## config.mk

```make
export PLATFORM = sky130hd
export DESIGN_NAME = vfvs_ctrl
export DESIGN_NICKNAME = d
export VERILOG_FILES = /design/src/vfvs_pkg.sv /design/src/vfvs_ctrl.sv
export SDC_FILE = /design/constraint.sdc
export NUM_CORES = 1
export LEC_CHECK = 0
export ABC_AREA = 1
export BUFFER_PORTS_ARGS = -buffer_cell sky130_fd_sc_hd__buf_2
export CAP_MARGIN = 10
export CORE_MARGIN = 5
export CORE_UTILIZATION = 55
export CTS_BUF_LIST = sky130_fd_sc_hd__clkbuf_8
export CTS_CLUSTER_DIAMETER = 40
export DETAILED_ROUTE_END_ITERATION = 7
export PLACE_DENSITY_LB_ADDON = 0.3
export SLEW_MARGIN = 0
export SYNTH_ARGS = -nofsm -noshare
export SYNTH_HDL_FRONTEND = slang
export SYNTH_SLANG_ARGS = --single-unit
```

## constraint.sdc

```tcl
create_clock -name clock -period 5.7 [get_ports clock]
set_clock_uncertainty 0.05 [all_clocks]
set_input_delay 1.14 -clock clock [delete_from_list [all_inputs] [get_ports clock]]
set_output_delay 1.14 -clock clock [all_outputs]
set_load 0.05 [all_outputs]
```

## src/vfvs_pkg.sv

```systemverilog
// Shared types and constants for the voxel face visibility store.
// No dependencies; imported by the top level and vfvs_ctrl.
package vfvs_pkg;

   // Command codes
   localparam logic [1:0] CMD_WRITE = 2'd0;
   localparam logic [1:0] CMD_READ  = 2'd1;
   localparam logic [1:0] CMD_CULL  = 2'd2;

   // Face mask bit positions
   localparam int FACE_PZ = 0;
   localparam int FACE_NZ = 1;
   localparam int FACE_NX = 2;
   localparam int FACE_PX = 3;
   localparam int FACE_PY = 4;
   localparam int FACE_NY = 5;

   // One result transaction
   typedef struct packed {
      logic [7:0] read_type;
      logic [5:0] face_mask;
      logic       out_of_range;
   } rsp_type;

endpackage

```

## src/vfvs_ctrl.sv

```systemverilog
// Command sequencer: address generation, memory access schedule, face mask build.
// Depends on vfvs_pkg; drives vfvs_cell_mem.
module vfvs_ctrl import vfvs_pkg::*; #(
   parameter int SIZE_X = 16,
   parameter int SIZE_Y = 16,
   parameter int SIZE_Z = 16,
   parameter int ADDR_W = 12
) (
   input  logic              clock,
   input  logic              reset,
   input  logic              req_valid,
   output logic              req_ready,
   input  logic [1:0]        req_cmd,
   input  logic signed [5:0] req_pos_x,
   input  logic signed [5:0] req_pos_y,
   input  logic signed [5:0] req_pos_z,
   input  logic [7:0]        req_new_type,
   input  logic [7:0]        air_type,
   output logic              done_valid,
   input  logic              done_ready,
   output rsp_type           done,
   output logic              mem_wr_en,
   output logic [ADDR_W-1:0] mem_wr_addr,
   output logic [7:0]        mem_wr_data,
   output logic              mem_rd_en,
   output logic [ADDR_W-1:0] mem_rd_addr_a,
   output logic [ADDR_W-1:0] mem_rd_addr_b,
   input  logic [7:0]        mem_rd_data_a,
   input  logic [7:0]        mem_rd_data_b
);

   localparam logic [4:0] SX_C    = 5'(SIZE_X);
   localparam logic [4:0] SY_C    = 5'(SIZE_Y);
   localparam logic [4:0] SZ_C    = 5'(SIZE_Z);
   localparam logic [4:0] SX_LAST = 5'(SIZE_X - 1);
   localparam logic [4:0] SY_LAST = 5'(SIZE_Y - 1);
   localparam logic [4:0] SZ_LAST = 5'(SIZE_Z - 1);
   localparam logic [ADDR_W-1:0] STEP_X = ADDR_W'(1);
   localparam logic [ADDR_W-1:0] STEP_Z = ADDR_W'(SIZE_X);
   localparam logic [ADDR_W-1:0] STEP_Y = ADDR_W'(SIZE_X * SIZE_Z);
   localparam logic [2:0] PHASE_LAST = 3'd4;

   typedef enum logic [3:0] {
      S_IDLE   = 4'b0001,
      S_ADDR   = 4'b0010,
      S_ACCESS = 4'b0100,
      S_DONE   = 4'b1000
   } state_type;

   state_type         state_ff, state_in;
   logic [1:0]        cmd_ff, cmd_in;
   logic [4:0]        x_ff, x_in, y_ff, y_in, z_ff, z_in;
   logic [7:0]        new_type_ff, new_type_in;
   logic              oor_ff, oor_in;
   logic [ADDR_W-1:0] addr_ff, addr_in;
   logic [5:0]        nb_ff, nb_in;       // neighbor lies inside the grid
   logic [2:0]        cnt_ff, cnt_in;
   logic [7:0]        read_type_ff, read_type_in;
   logic [5:0]        mask_ff, mask_in;
   logic              center_air_ff, center_air_in;

   logic accept;
   logic in_grid;
   logic air_a, air_b;

   assign req_ready = (state_ff == S_IDLE);
   assign accept    = req_valid && req_ready;
   assign in_grid   = !req_pos_x[5] && (req_pos_x[4:0] < SX_C) &&
                      !req_pos_y[5] && (req_pos_y[4:0] < SY_C) &&
                      !req_pos_z[5] && (req_pos_z[4:0] < SZ_C);
   assign air_a = (mem_rd_data_a == air_type);
   assign air_b = (mem_rd_data_b == air_type);

   always_comb begin
      state_in      = state_ff;
      cmd_in        = cmd_ff;
      x_in          = x_ff;
      y_in          = y_ff;
      z_in          = z_ff;
      new_type_in   = new_type_ff;
      oor_in        = oor_ff;
      addr_in       = addr_ff;
      nb_in         = nb_ff;
      cnt_in        = cnt_ff;
      read_type_in  = read_type_ff;
      mask_in       = mask_ff;
      center_air_in = center_air_ff;

      unique case (state_ff)
         S_IDLE: begin
            if (accept) begin
               cmd_in        = req_cmd;
               x_in          = req_pos_x[4:0];
               y_in          = req_pos_y[4:0];
               z_in          = req_pos_z[4:0];
               new_type_in   = req_new_type;
               oor_in        = !in_grid && (req_cmd == CMD_WRITE || req_cmd == CMD_READ ||
                                            req_cmd == CMD_CULL);
               read_type_in  = 8'd0;
               mask_in       = 6'd0;
               center_air_in = 1'b1;
               state_in      = S_ADDR;
            end
         end
         S_ADDR: begin
            addr_in = ADDR_W'(x_ff) + ADDR_W'(int'(z_ff) * SIZE_X) +
                      ADDR_W'(int'(y_ff) * SIZE_X * SIZE_Z);
            nb_in[FACE_PZ] = (z_ff != SZ_LAST);
            nb_in[FACE_NZ] = (z_ff != 5'd0);
            nb_in[FACE_NX] = (x_ff != 5'd0);
            nb_in[FACE_PX] = (x_ff != SX_LAST);
            nb_in[FACE_PY] = (y_ff != SY_LAST);
            nb_in[FACE_NY] = (y_ff != 5'd0);
            cnt_in = 3'd0;
            if (oor_ff || !(cmd_ff == CMD_WRITE || cmd_ff == CMD_READ ||
                            cmd_ff == CMD_CULL)) begin
               state_in = S_DONE;
            end else begin
               state_in = S_ACCESS;
            end
         end
         S_ACCESS: begin
            cnt_in = cnt_ff + 3'd1;
            // read data of the previous phase arrives now
            case (cnt_ff)
               3'd1: begin
                  read_type_in    = (cmd_ff == CMD_READ) ? mem_rd_data_a : 8'd0;
                  center_air_in   = air_a;
                  mask_in[FACE_PZ] = !nb_ff[FACE_PZ] || air_b;
               end
               3'd2: begin
                  mask_in[FACE_NZ] = !nb_ff[FACE_NZ] || air_a;
                  mask_in[FACE_NX] = !nb_ff[FACE_NX] || air_b;
               end
               3'd3: begin
                  mask_in[FACE_PX] = !nb_ff[FACE_PX] || air_a;
                  mask_in[FACE_PY] = !nb_ff[FACE_PY] || air_b;
               end
               3'd4: begin
                  mask_in[FACE_NY] = !nb_ff[FACE_NY] || air_a;
               end
               default: begin
               end
            endcase
            if ((cmd_ff == CMD_WRITE) ||
                (cmd_ff == CMD_READ && cnt_ff == 3'd1) ||
                (cnt_ff == PHASE_LAST)) begin
               state_in = S_DONE;
            end
         end
         S_DONE: begin
            if (done_ready) begin
               state_in = S_IDLE;
            end
         end
         default: begin
            state_in = S_IDLE;
         end
      endcase
   end

   always_ff @(posedge clock) begin
      if (reset) begin
         state_ff <= S_IDLE;
      end else begin
         state_ff <= state_in;
      end
   end

   always_ff @(posedge clock) begin
      cmd_ff        <= cmd_in;
      x_ff          <= x_in;
      y_ff          <= y_in;
      z_ff          <= z_in;
      new_type_ff   <= new_type_in;
      oor_ff        <= oor_in;
      addr_ff       <= addr_in;
      nb_ff         <= nb_in;
      cnt_ff        <= cnt_in;
      read_type_ff  <= read_type_in;
      mask_ff       <= mask_in;
      center_air_ff <= center_air_in;
   end

   // Items are serialized, so a write lands well before any later read.
   assign mem_wr_en   = (state_ff == S_ACCESS) && (cmd_ff == CMD_WRITE);
   assign mem_wr_addr = addr_ff;
   assign mem_wr_data = new_type_ff;
   assign mem_rd_en   = (state_ff == S_ACCESS) &&
                        ((cmd_ff == CMD_READ && cnt_ff == 3'd0) ||
                         (cmd_ff == CMD_CULL && cnt_ff != PHASE_LAST));

   // Seven reads over two ports; a neighbor off the grid reads the center instead.
   always_comb begin
      case (cnt_ff[1:0])
         2'd0: begin
            mem_rd_addr_a = addr_ff;
            mem_rd_addr_b = nb_ff[FACE_PZ] ? addr_ff + STEP_Z : addr_ff;
         end
         2'd1: begin
            mem_rd_addr_a = nb_ff[FACE_NZ] ? addr_ff - STEP_Z : addr_ff;
            mem_rd_addr_b = nb_ff[FACE_NX] ? addr_ff - STEP_X : addr_ff;
         end
         2'd2: begin
            mem_rd_addr_a = nb_ff[FACE_PX] ? addr_ff + STEP_X : addr_ff;
            mem_rd_addr_b = nb_ff[FACE_PY] ? addr_ff + STEP_Y : addr_ff;
         end
         default: begin
            mem_rd_addr_a = nb_ff[FACE_NY] ? addr_ff - STEP_Y : addr_ff;
            mem_rd_addr_b = addr_ff;
         end
      endcase
   end

   assign done_valid        = (state_ff == S_DONE);
   assign done.read_type    = read_type_ff;
   assign done.face_mask    = (cmd_ff == CMD_CULL && !center_air_ff) ? mask_ff : 6'd0;
   assign done.out_of_range = oor_ff;

`ifndef ASSERT_OFF
   a_no_wr_rd_overlap: assert property (@(posedge clock) disable iff (reset)
      !(mem_wr_en && mem_rd_en))
      else $error("cell store written and read in the same cycle");

   a_wr_in_grid: assert property (@(posedge clock) disable iff (reset)
      mem_wr_en |-> !oor_ff && cmd_ff == CMD_WRITE)
      else $error("write issued for an off-grid or non-write transaction");

   a_oor_zero: assert property (@(posedge clock) disable iff (reset)
      done_valid && done.out_of_range |-> done.read_type == 8'd0 && done.face_mask == 6'd0)
      else $error("off-grid result carries nonzero data");

   a_mask_cull_only: assert property (@(posedge clock) disable iff (reset)
      done_valid && cmd_ff != CMD_CULL |-> done.face_mask == 6'd0)
      else $error("face mask set on a non-cull transaction");

   a_phase_bound: assert property (@(posedge clock) disable iff (reset)
      state_ff == S_ACCESS |-> cnt_ff <= PHASE_LAST)
      else $error("access phase counter overran");
`endif

endmodule
```

Yosys cells after proc, flatten, opt, wreduce, memory -nomap -nowiden. Cells that the tools add are included.

Register bits: 66. Input bits: 56. Logic and storage cells: 137.

Add/sub/neg operators: 9. $lt $le $gt $ge: 3. Equal/unequal tests: 27. Mux-type cells: 28. Reductions and logical operators: 54.

Operators by type and width (count): 2-to-1 mux 12 bit (6); one-hot mux 12 bit (3 select lines) (2); 2-to-1 mux 8 bit (3); == test 8 bit (2); 2-to-1 mux 4 bit (4); one-hot mux 4 bit (4 select lines) (1); one-hot mux 8 bit (2 select lines) (1); less-than comparator 5 bit, second input constant (3); inequality test 5 x 4 -> 1 bit, second input constant (3); AND reduction 3 bit (5); nonzero test 5 bit (3); logical OR 1 bit (14); logical AND 1 bit (13); adder 10 x 12 -> 12 bit (1); adder 12 x 1 -> 12 bit, second input constant (1); adder 12 x 5 -> 12 bit, second input constant (1); adder 12 x 9 -> 12 bit, second input constant (1); zero test 1 bit (12); 2-to-1 mux 6 bit (2); one-hot mux 6 bit (2 select lines) (1); subtractor 12 x 1 -> 12 bit, second input constant (1); subtractor 12 x 5 -> 12 bit, second input constant (1); subtractor 12 x 9 -> 12 bit, second input constant (1); adder 5 x 9 -> 10 bit (1); other kinds (21) (38).

Logic depth before layout (Yosys ltp). Gate-level depths: netlist of run 1.

Depth after elaboration: 8. Depth in mapped cells: 10.

Worst setup path before layout of run 1. Ideal clock, no wire load.

Path kind: register to output. Start point: reg addr_ff[1] (netlist: mem_wr_addr[1]). End point: out mem_rd_addr_a[6]. Arrival time: 2.413 ns. Required time: 4.510 ns. Slack: 2.097 ns. Stages on the path, launching flop included: 8. Buffers on the path: 0. Path through: edfxtp_1 ha_1 nand2_1 inv_2 nand3_2 inv_1 a21oi_1 o21ai_0.

Cells in the longest elaborated chain, start to end: 3. Elaborated cells on any way between the ends: 7.

Ends and longest elaborated chain: start: declaration (RTL line vfvs_ctrl.sv:55) `logic [ADDR_W-1:0] addr_ff, addr_in;`; start signal: assignment (RTL line vfvs_ctrl.sv:177) `addr_ff <= addr_in;`; subtractor 12 x 9 -> 12 bit (tied with other cells) (RTL line vfvs_ctrl.sv:209) `mem_rd_addr_a = nb_ff[FACE_NY] ? addr_ff - STEP_Y : addr_ff;`; 2-to-1 mux 12 bit (on tied branches) (RTL line vfvs_ctrl.sv:209, vfvs_ctrl.sv:201, vfvs_ctrl.sv:205); one-hot mux 12 bit (3 select lines) * (RTL line vfvs_ctrl.sv:195) `case (cnt_ff[1:0])`; end: declaration (RTL line vfvs_ctrl.sv:26) `output logic [ADDR_W-1:0] mem_rd_addr_a,`.

Mark *: on every way between the ends. The rest lies on a longest branch, timed or not.

Worst setup path after layout of run 1.
Start point: reg cnt_ff[0]. End point: out mem_rd_addr_b[3].

Cells in the longest elaborated chain, start to end: 2. Elaborated cells on any way between the ends: 4.

Ends and longest elaborated chain: start: declaration (RTL line vfvs_ctrl.sv:57) `logic [2:0] cnt_ff, cnt_in;`; start signal: assignment (RTL line vfvs_ctrl.sv:179) `cnt_ff <= cnt_in;`; == test 2 bit (tied with other cells) (RTL line vfvs_ctrl.sv:195); one-hot mux 12 bit (3 select lines) * (RTL line vfvs_ctrl.sv:195); end: declaration (RTL line vfvs_ctrl.sv:27) `output logic [ADDR_W-1:0] mem_rd_addr_b,`.

Marks and branches as above.

==> run metrics, run 1 <==
area leader, netlist edfxtp_1; # setup viols final 0; Met1 Wirelength 4.952 mm; routed length on met2 6.165 mm; Buffers on Ports 118; number of global-route vias before repair 4,079; crit path time final 3.827 ns; Slew Limit Headroom 38.53%; R2R setup slack 3.46 ns; unrepaired setup endpoints after global routing false; Mean Syn Cell Area 8.108 sq um; Post-synth top cells nand2_1 (117), inv_1 (69), edfxtp_1 (62); outcome finished, final reports clean; Routed WL 12.34 mm; Post-CTS Resized 0; Reg2Reg Depth 5; gr usage total 24.66%; Worst Hold Class register to register; first-pass GRT wire length 19.49 mm; most common cell in the netlist nand2_1; Worst VDD drop 0.2799 mV; DR WL/cell 16.11 um; core area 7807 sq um; worst hold endpoint mem_wr_addr[1]$_DFFE_PN_; setup TNS 0 ns; synth unique cells 42; worst setup path category register to primary output; Max Slew Vio Count 0; CTS buffer count 9; Area Growth Syn to Fin 19.06%; Synth top area share 41.90%; hold_buf cts 0; layout cells sized above 1 25.60%; Worst-Skew Late Latency 0.36 ns; Routed Antenna Nets 0; drt first pass iters 5; post-DP HPWL 9.405 mm; crit end category primary output; uppermost layer routed met4; via count 4,248; Synth area leaders edfxtp_1 (42%), nand2_1 (9.9%), inv_1 (5.8%); Leak 0.002466 uW; Yosys reg bits 66; count of nets after finishing 729; CP delay by family, top buffers and inverters; Achievable Freq 261.3 MHz; crit share post-route 67.14%; critical path depth in cells 7; CTS Buffer Depth 2; Worst path max stage delay 0.60 ns; Std-Cell Rows 32; Crit Reg-Reg Endpoint y_ff[2]$_DFFE_PP_; # Max-Cap Violations 0; drt drc 0; Reg2Reg Launch Point state_ff[2]$_SDFFE_PP0P_; cell mode on critical path inv_1; Post-synth ARST share 0%; CTS Root Cell clkbuf_8; crit-path cells inv_1 -> ha_1 -> inv_1 -> nand2_1 -> a21oi_1 -> o21ai_0 -> buf_2; Horiz. Die Dim 99.88 um; CTS clock-pin slew for the worst setup and hold paths 0.08 ns; die area 9976 sq um; crit start category register; dpl ws 2.287 ns; GPL Wtd Cong 0.9482; mapped cell area 4443 sq um; die height 99.88 um; synth warn 0; CP required 4.51 ns; initial DRC count 240; Max H-tree Level 3; Power Total 1305 uW; Crit Path Max Fanout 17; TritonCTS clock tree built; Buf+Inv Stages, Crit Path 3; met3 WL 1.055 mm; Post-CTS Setup Inserts 0; initial antenna violation count 0; Worst EP arrival 2.64 ns; Sink Count 66; Fin. Hold Viols 0; worst slew pin tran 0.9211 ns; Critical-path top delay cell ha_1; Ports 119; GR Overflow Total 0; Initial Util 56.91%; pin count of the biggest net entering global routing 27; diode count 0; Synth Flop Type edfxtp_1; Worst Min Path Start x_ff[1]$_DFFE_PP_; Post-synth EDFFs 62; Synthesized Nets 618; hold path cells 0; Vias per Instance 5.546; fill cell count 676; final worst slack 1.873 ns; PD cells 246.6 nW/um^2; Syn Inst Count 548; Seq/Total Area, Yosys 43.71%
cell families (layout without fill, tap and decap cells):
logic type / after synthesis / after routing / synth area share (%)
adders and majority gates: 14 / 14 / 3.943
DFF: 66 / 66 / 43.71
and+or+nand+nor: 279 / 279 / 29.37
xor gates and xnor gates: 27 / 27 / 5.323
AOI/OAI and AO/OA: 67 / 67 / 8.336
buffers and inverters: 95 / 211 / 9.321
cells in the final DEF, fill, tap and decap left out, types with 4 or more instances in the layout:
cell,instances
nand2_1,117
nor2_2,10
a21oi_1,30
nor3_1,5
o21ai_0,23
clkinv_4,4
inv_2,6
nor2_4,7
edfxtp_1,62
nor2_1,61
nand4_1,12
nand2_2,5
inv_1,69
xnor2_1,14
xor2_1,13
clkbuf_8,9
ha_1,14
nand3_1,50
dfxtp_1,4
buf_2,118
power breakdown:
part           switching [uW]  total [uW]  internal (uW)
clock network             204         498            294
logic                     154         215           61.1
registers                24.3         591            567
total                     383        1300            922
per-stage QoR:
step	area [sq um]	instances	hold slack (ns)	util [%]
after CTS	5290	766	0.4384	67.76
after detailed placement	5041	750	0.4147	64.57
final	5290	766	0.4354	67.76
after global placement	5041	750	0.4083	64.57
after global routing	5290	766	0.4468	67.76
after floorplan	4443	548	0.4014	-
sequential cells by signal, summed over array words and instances (netlist names):
name / cells
center_air_ff: 1
cmd_ff: 2
cnt_ff: 3
mask_ff: 6
mem_wr_addr: 12
mem_wr_data: 8
nb_ff: 6
oor_ff: 1
read_type_ff: 8
state_ff: 4
x_ff: 5
y_ff: 5
z_ff: 5
layer usage:
metal / GRT usage [%] / vias to the layer above
li1: - / 2030
met1: 30.23 / 1984
met2: 42.74 / 213
met3: 6.115 / 21
met4: 7.668 / 0
met5: 0 / -
worst max-delay path by stage:
stage | start | endpoint | slack (ns)
4_1_cts | cnt_ff[0]$_SDFFCE_PN0P_ | mem_rd_addr_a[6] | 1.90
3_5_place_dp | cnt_ff[0]$_SDFFCE_PN0P_ | mem_rd_addr_a[6] | 2.29
3_3_place_gp | cnt_ff[0]$_SDFFCE_PN0P_ | mem_rd_addr_a[6] | 2.39
5_1_grt | cnt_ff[0]$_SDFFCE_PN0P_ | mem_rd_addr_b[9] | 1.70
2_1_floorplan | mem_wr_addr[1]$_DFFE_PN_ | mem_rd_addr_a[6] | 2.10
6_report | cnt_ff[0]$_SDFFCE_PN0P_ | mem_rd_addr_b[3] | 1.87
layout make-up:
class	instances	area, sq um	share of cell area, %
Multi-Input combinational cell	387	2087	39.45
Sequential cell	66	1942	36.71
Timing Repair Buffer	118	590.6	11.16
Inverter	77	294.0	5.558
Tap cell	102	127.6	2.412
Clock inverter	7	125.1	2.365
Clock buffer	9	123.9	2.342
(Power assumes the default switching activity.)
==> inputs of run 2 (changes only) <==
--- a/config.mk
+++ b/config.mk
@@ -9,7 +9,7 @@
 export BUFFER_PORTS_ARGS = -buffer_cell sky130_fd_sc_hd__buf_2
 export CAP_MARGIN = 10
 export CORE_MARGIN = 5
-export CORE_UTILIZATION = 55
+export CORE_UTILIZATION = 50
 export CTS_BUF_LIST = sky130_fd_sc_hd__clkbuf_8
 export CTS_CLUSTER_DIAMETER = 40
 export DETAILED_ROUTE_END_ITERATION = 7
==> constraint.sdc (replaced) <==
create_clock -name clock -period 3.4 [get_ports clock]
set_clock_uncertainty 0.05 [all_clocks]
set_input_delay 0.68 -clock clock [delete_from_list [all_inputs] [get_ports clock]]
set_output_delay 0.68 -clock clock [all_outputs]
set_load 0.05 [all_outputs]
==> run 2 against run 1 <==
Compared with the run above:
- register-to-register slack got worse by 2.3 ns
- count of clock-buffer cells in the layout rose by 1
- sequential power rose by 67%
- routed wire length fell by 8.8%
- first-iteration DRC count rose by 6.7%
- flip-flop and latch count did not move
- total power rose by 57%
==> run metrics, run 2 (synthesized netlist as in run 1, its figures left out) <==
outcome finished, final reports clean; crit share post-route 92.28%; sequential power share 48.2% (+2.9 points); die area 10,870 sq um (+9.0%); Max Slew Vio Count 0 (unchanged); Std-Cell Rows 34 (+6.3%); Max H-tree Level 3 (unchanged); crit-path cells ha_1 -> nor2_1 -> o21ai_0 -> o21ai_0 -> buf_2; die height 104.3 um (+4.4%); sw frac 27.94% (-1.4 points); Worst VDD drop 0.3312 mV (+18%); Worst path max stage delay 0.55 ns (-0.05 ns); Post-CTS Resized 0 (unchanged); Crit Path Max Fanout 17 (unchanged); drt drc 0 (unchanged); Worst-Skew Late Latency 0.33 ns (-0.03 ns); area of the multi-input gates 2087 sq um (unchanged); setup TNS 0 ns (unchanged); Internal 1478 uW (+60%); crit end category primary output; Crit Reg-Reg Endpoint mem_wr_data[1]$_DFFE_PP_; Horiz. Die Dim 104.3 um (+4.4%); critical path depth in cells 5 (-2); unrepaired setup endpoints after global routing false; CP required 2.67 ns (-1.84 ns); core area 8678 sq um (+11%); Reg2Reg Launch Point state_ff[2]$_SDFFE_PP0P_; PD cells 387.0 nW/um^2 (+57%); # setup viols final 0 (unchanged); Buffers on Ports 118 (unchanged); crit start category register; CTS Root Cell clkbuf_8; Final Instance Count excl. Fillers 777 (+1.4%); CP endpoint mem_rd_addr_a[6]; Leak 0.002487 uW (+0.85%); initial antenna violation count 0 (unchanged); GPL Wtd Cong 0.9423 (-0.62%); CTS buffer count 9 (unchanged); Routed WL 11.25 mm (-8.8%); FF+latch area 1942 sq um (unchanged); # Max-Cap Violations 0 (unchanged); placed insts 761 (+1.5%); routed length on met2 5.274 mm (-14%); first-pass GRT wire length 18.76 mm (-3.7%); dpl ws 0.6152 ns (-1.672 ns); worst slew pin tran 0.8904 ns (-0.03067 ns); CP delay by family, top simple AND/OR/NAND/NOR gates; CTS clock-pin slew for the worst setup and hold paths 0.07 ns (about the same); met3 WL 1.021 mm (-3.2%); initial DRC count 256 (+6.7%); max reg flops 12 (unchanged); Ports 119 (unchanged); cell mode on critical path o21ai_0; Fin. Hold Viols 0 (unchanged); Routed Antenna Nets 0 (unchanged); count of nets after finishing 734 (+0.69%); Achievable Freq 318.7 MHz; hold_buf cts 0 (unchanged); via count 4,063 (-4.4%); Post-CTS Setup Inserts 0 (unchanged); TritonCTS clock tree built; Buf+Inv Stages, Crit Path 1 (-2); crit path launch cnt_ff[0]$_SDFFCE_PN0P_; commonest non-fill, non-tap cell in the layout buf_2; sw power 573.2 uW (+50%); final worst slack 0.2623 ns (-1.610 ns); Area Growth Syn to Fin 19.29%; drt first pass iters 5 (unchanged); Slew Limit Headroom 40.58% (+2.0 points); Initial Util 51.20% (-5.7 points); pin count of the biggest net entering global routing 27 (unchanged); number of global-route vias before repair 3,917 (-4.0%); gr usage total 20.85% (-3.8 points); uppermost layer routed met4; DR WL/cell 14.48 um (-10%); layout cells sized above 1 25.71% (+0.11 points); R2R setup slack 1.20 ns (-2.26 ns); crit path time final 3.138 ns; Worst EP arrival 2.41 ns (-0.23 ns); Reg2Reg Depth 5 (unchanged); commonest non-fill, non-tap cells in the layout buf_2 (118), nand2_1 (117), inv_1 (72), edfxtp_1 (62), nor2_1 (61); worst setup path category register to primary output; fill cell count 767 (+13%); post-DP HPWL 8.908 mm (-5.3%); CTS Buffer Depth 2 (unchanged); clock share of power 34.4% (-3.8 points); Worst Hold Class register to register; Met1 Wirelength 4.797 mm (-3.1%); Worst Min Path Start x_ff[1]$_DFFE_PP_; Vias per Instance 5.229 (-5.7%); GR Overflow Total 0 (unchanged); Critical-path top delay cell nor2_1; Sink Count 66 (unchanged); part of the power in combinational logic 17.4% (+0.9 points); diode count 0 (unchanged)
run 2: changes by cell type in the layout (fill, tap and decap cells not counted), sizes merged:
cell and change:
clkinv -2, clkbuf +1, buf +5, inv +2
bufinv -1
run 2: final cells by class:
cell class              count  share of cell area [%]
inverters                  77                   5.548
clock buffers              10                   2.597
clock inverters             6                   1.440
flip-flops and latches     66                   36.64
multi-input cells         387                   39.38
well taps                 108                   2.550
repair buffers            123                   11.85
run 2: worst min path at each step:
stage | end | cells after the start
final | mem_wr_addr[1]$_DFFE_PN_ | 0
after global routing | mem_wr_addr[3]$_DFFE_PN_ | 0
after CTS | mem_wr_addr[1]$_DFFE_PN_ | 0
after detailed placement | mem_wr_addr[1]$_DFFE_PN_ | 0
after global placement | mem_wr_addr[3]$_DFFE_PN_ | 0
after floorplan | mem_wr_addr[2]$_DFFE_PN_ | 0
run 2: layer usage:
layer	track usage, %	up-vias
met4	5.365	0
met5	0	-
li1	-	2033
met3	5.959	12
met1	27.64	1833
met2	33.53	185
run 2: power by group through the flow:
stage	Combinational [uW]	Clock (uW)	Sequential [uW]
final	357	706	988
after global routing	390	753	994
after CTS	359	725	988
after detailed placement	358	0	1010
after global placement	351	0	1000
after floorplan	200	0	1060
run 2: stage by stage:
stage | area [sq um] | hold WS (ns) | power (uW) | utilization [%]
2_1_floorplan | 4443 | 0.4014 | 1256 | -
3_3_place_gp | 5086 | 0.4102 | 1355 | 58.61
3_5_place_dp | 5086 | 0.4176 | 1363 | 58.61
4_1_cts | 5300 | 0.4348 | 2072 | 61.07
5_1_grt | 5300 | 0.4443 | 2137 | 61.07
6_report | 5300 | 0.4361 | 2051 | 61.07
==> inputs of run 3 (changes only) <==
--- a/config.mk
+++ b/config.mk
@@ -9,7 +9,7 @@
 export BUFFER_PORTS_ARGS = -buffer_cell sky130_fd_sc_hd__buf_2
 export CAP_MARGIN = 10
 export CORE_MARGIN = 5
-export CORE_UTILIZATION = 50
+export CORE_UTILIZATION = 45
 export CTS_BUF_LIST = sky130_fd_sc_hd__clkbuf_8
 export CTS_CLUSTER_DIAMETER = 40
 export DETAILED_ROUTE_END_ITERATION = 7
==> run 3 against run 2 <==
Compared with the run above:
- sequential share of layout area decreased by 0.28 points
- hold slack improved by 0.0035 ns
- global-route usage decreased by 0.36 points
- critical path type unchanged
- highest routed layer unchanged
==> run metrics, run 3 (synthesized netlist as in run 1, its figures left out) <==
worst slew pin tran 0.9043 ns (+0.01392 ns); worst setup path category register to primary output; CTS Root Cell clkbuf_8; crit start category register; initial DRC count 293 (+14%); placed inst area 5117 sq um (+0.62%); setup TNS 0 ns (unchanged); number of global-route vias before repair 4,032 (+2.9%); CP required 2.67 ns (about the same); Worst VDD drop 0.3046 mV (-8.0%); Initial Util 45.88% (-5.3 points); CTS buffer count 9 (unchanged); pin count of the biggest net entering global routing 27 (unchanged); Sink Count 66 (unchanged); Reg2Reg Launch Point state_ff[2]$_SDFFE_PP0P_; Routed WL 11.41 mm (+1.4%); area of the multi-input gates 2087 sq um (unchanged); commonest non-fill, non-tap cell in the layout buf_2; Vias per Instance 5.019 (-4.0%); Post-CTS Setup Inserts 0 (unchanged); first-pass GRT wire length 19.22 mm (+2.4%); diode count 0 (unchanged); Max H-tree Level 3 (unchanged); Max Slew Vio Count 0 (unchanged); final instance area 5341 sq um (+0.78%); # Max-Cap Violations 0 (unchanged); initial antenna violation count 0 (unchanged); CTS clock-pin slew for the worst setup and hold paths 0.07 ns (about the same); Std-Cell Rows 36 (+5.9%); hold_buf cts 0 (unchanged); gr usage total 20.49% (-0.36 points); die height 109.4 um (+4.9%); Worst-Skew Late Latency 0.33 ns (about the same); fill cell count 913 (+19%); post-DP HPWL 9.091 mm (+2.0%); placed insts 786 (+3.3%); TritonCTS clock tree built; via count 4,025 (-0.94%); Met1 Wirelength 4.787 mm (-0.21%); Buffers on Ports 118 (unchanged); GR Overflow Total 0 (unchanged); GPL Wtd Cong 0.9305 (-1.3%); # setup viols final 0 (unchanged); met3 WL 928 um (-9.1%); layout cells sized above 1 26.16% (+0.45 points); crit share post-route 92.71% (+0.43 points); crit end category primary output; Post-CTS Resized 0 (unchanged); die area 11,960 sq um (+10%); Worst Min Path Start x_ff[1]$_DFFE_PP_; core area 9684 sq um (+12%); Routed Antenna Nets 0 (unchanged); Leak 0.002481 uW (-0.24%); PD cells 388.4 nW/um^2 (+0.36%); Worst Hold Class register to register; Fin. Hold Viols 0 (unchanged); count of nets after finishing 734 (unchanged); final worst slack 0.2478 ns (-0.01449 ns); Worst EP arrival 2.42 ns (about the same); crit path launch cnt_ff[0]$_SDFFCE_PN0P_; drt drc 0 (unchanged); CTS Buffer Depth 2 (unchanged); Horiz. Die Dim 109.4 um (+4.9%); outcome finished, final reports clean; commonest non-fill, non-tap cells in the layout buf_2 (118), nand2_1 (117), inv_1 (69), edfxtp_1 (62), nor2_1 (61); Achievable Freq 317.2 MHz (-0.46%); Crit Path Max Fanout 18 (+1); Slew Limit Headroom 39.65% (-0.93 points); max reg flops 12 (unchanged); dpl ws 0.6004 ns (-0.01477 ns); drt first pass iters 4 (-1); crit path time final 3.152 ns (+0.01449 ns); uppermost layer routed met4; DR WL/cell 14.23 um (-1.8%); unrepaired setup endpoints after global routing false; routed length on met2 5.295 mm (+0.40%); FF+latch area 1942 sq um (unchanged); Area Growth Syn to Fin 20.22%; Ports 119 (unchanged); Final Instance Count excl. Fillers 802 (+3.2%)
==> run 3: final timing paths <==
check | slack, ns | end | cells after the start
min reg2reg | 0.44 | mem_wr_addr[1]$_DFFE_PN_ | 0
max reg2reg | 1.22 | y_ff[0]$_DFFE_PP_ | 5
max | 0.25 | mem_rd_addr_a[9] | 8
min | 0.44 | mem_wr_addr[1]$_DFFE_PN_ | 0
==> run 3: layout make-up <==
type	count	share of cell area, %
tap	133	3.115
inverter	77	5.505
clock inverter	7	1.874
clock buffer	9	2.319
timing repair buffer	123	11.76
multi-input combinational	387	39.07
sequential	66	36.36
==> run 3: report_power, final <==
part	switching [uW]	internal, uW	leakage, uW
clock	312	419	0.000114
combinational	254	103	0.00175
sequential	37.0	950	0.000617
total	602	1470	0.00248
==> run 3: through the flow <==
step	util, %	power, uW	hold slack (ns)
final	55.16	2075	0.4396
after global routing	55.16	2178	0.4407
after CTS	55.16	2100	0.4387
after detailed placement	52.84	1365	0.4239
after global placement	52.84	1356	0.4129
after floorplan	-	1256	0.4014
==> run 3: routing by layer <==
metal	GRT usage (%)	vias to the layer above
li1	-	2035
met1	26.65	1778
met2	33.13	181
met3	4.287	31
met4	8.727	0
met5	0	-
==> run 3: critical path, cell delays in order (launching register included) <==
cell      delay, ns
edfxtp_1       0.41
ha_1           0.64
inv_2          0.32
a21oi_1        0.19
o21ai_0        0.10
nand2_1        0.09
inv_1          0.04
nand2_1        0.04
buf_2          0.25
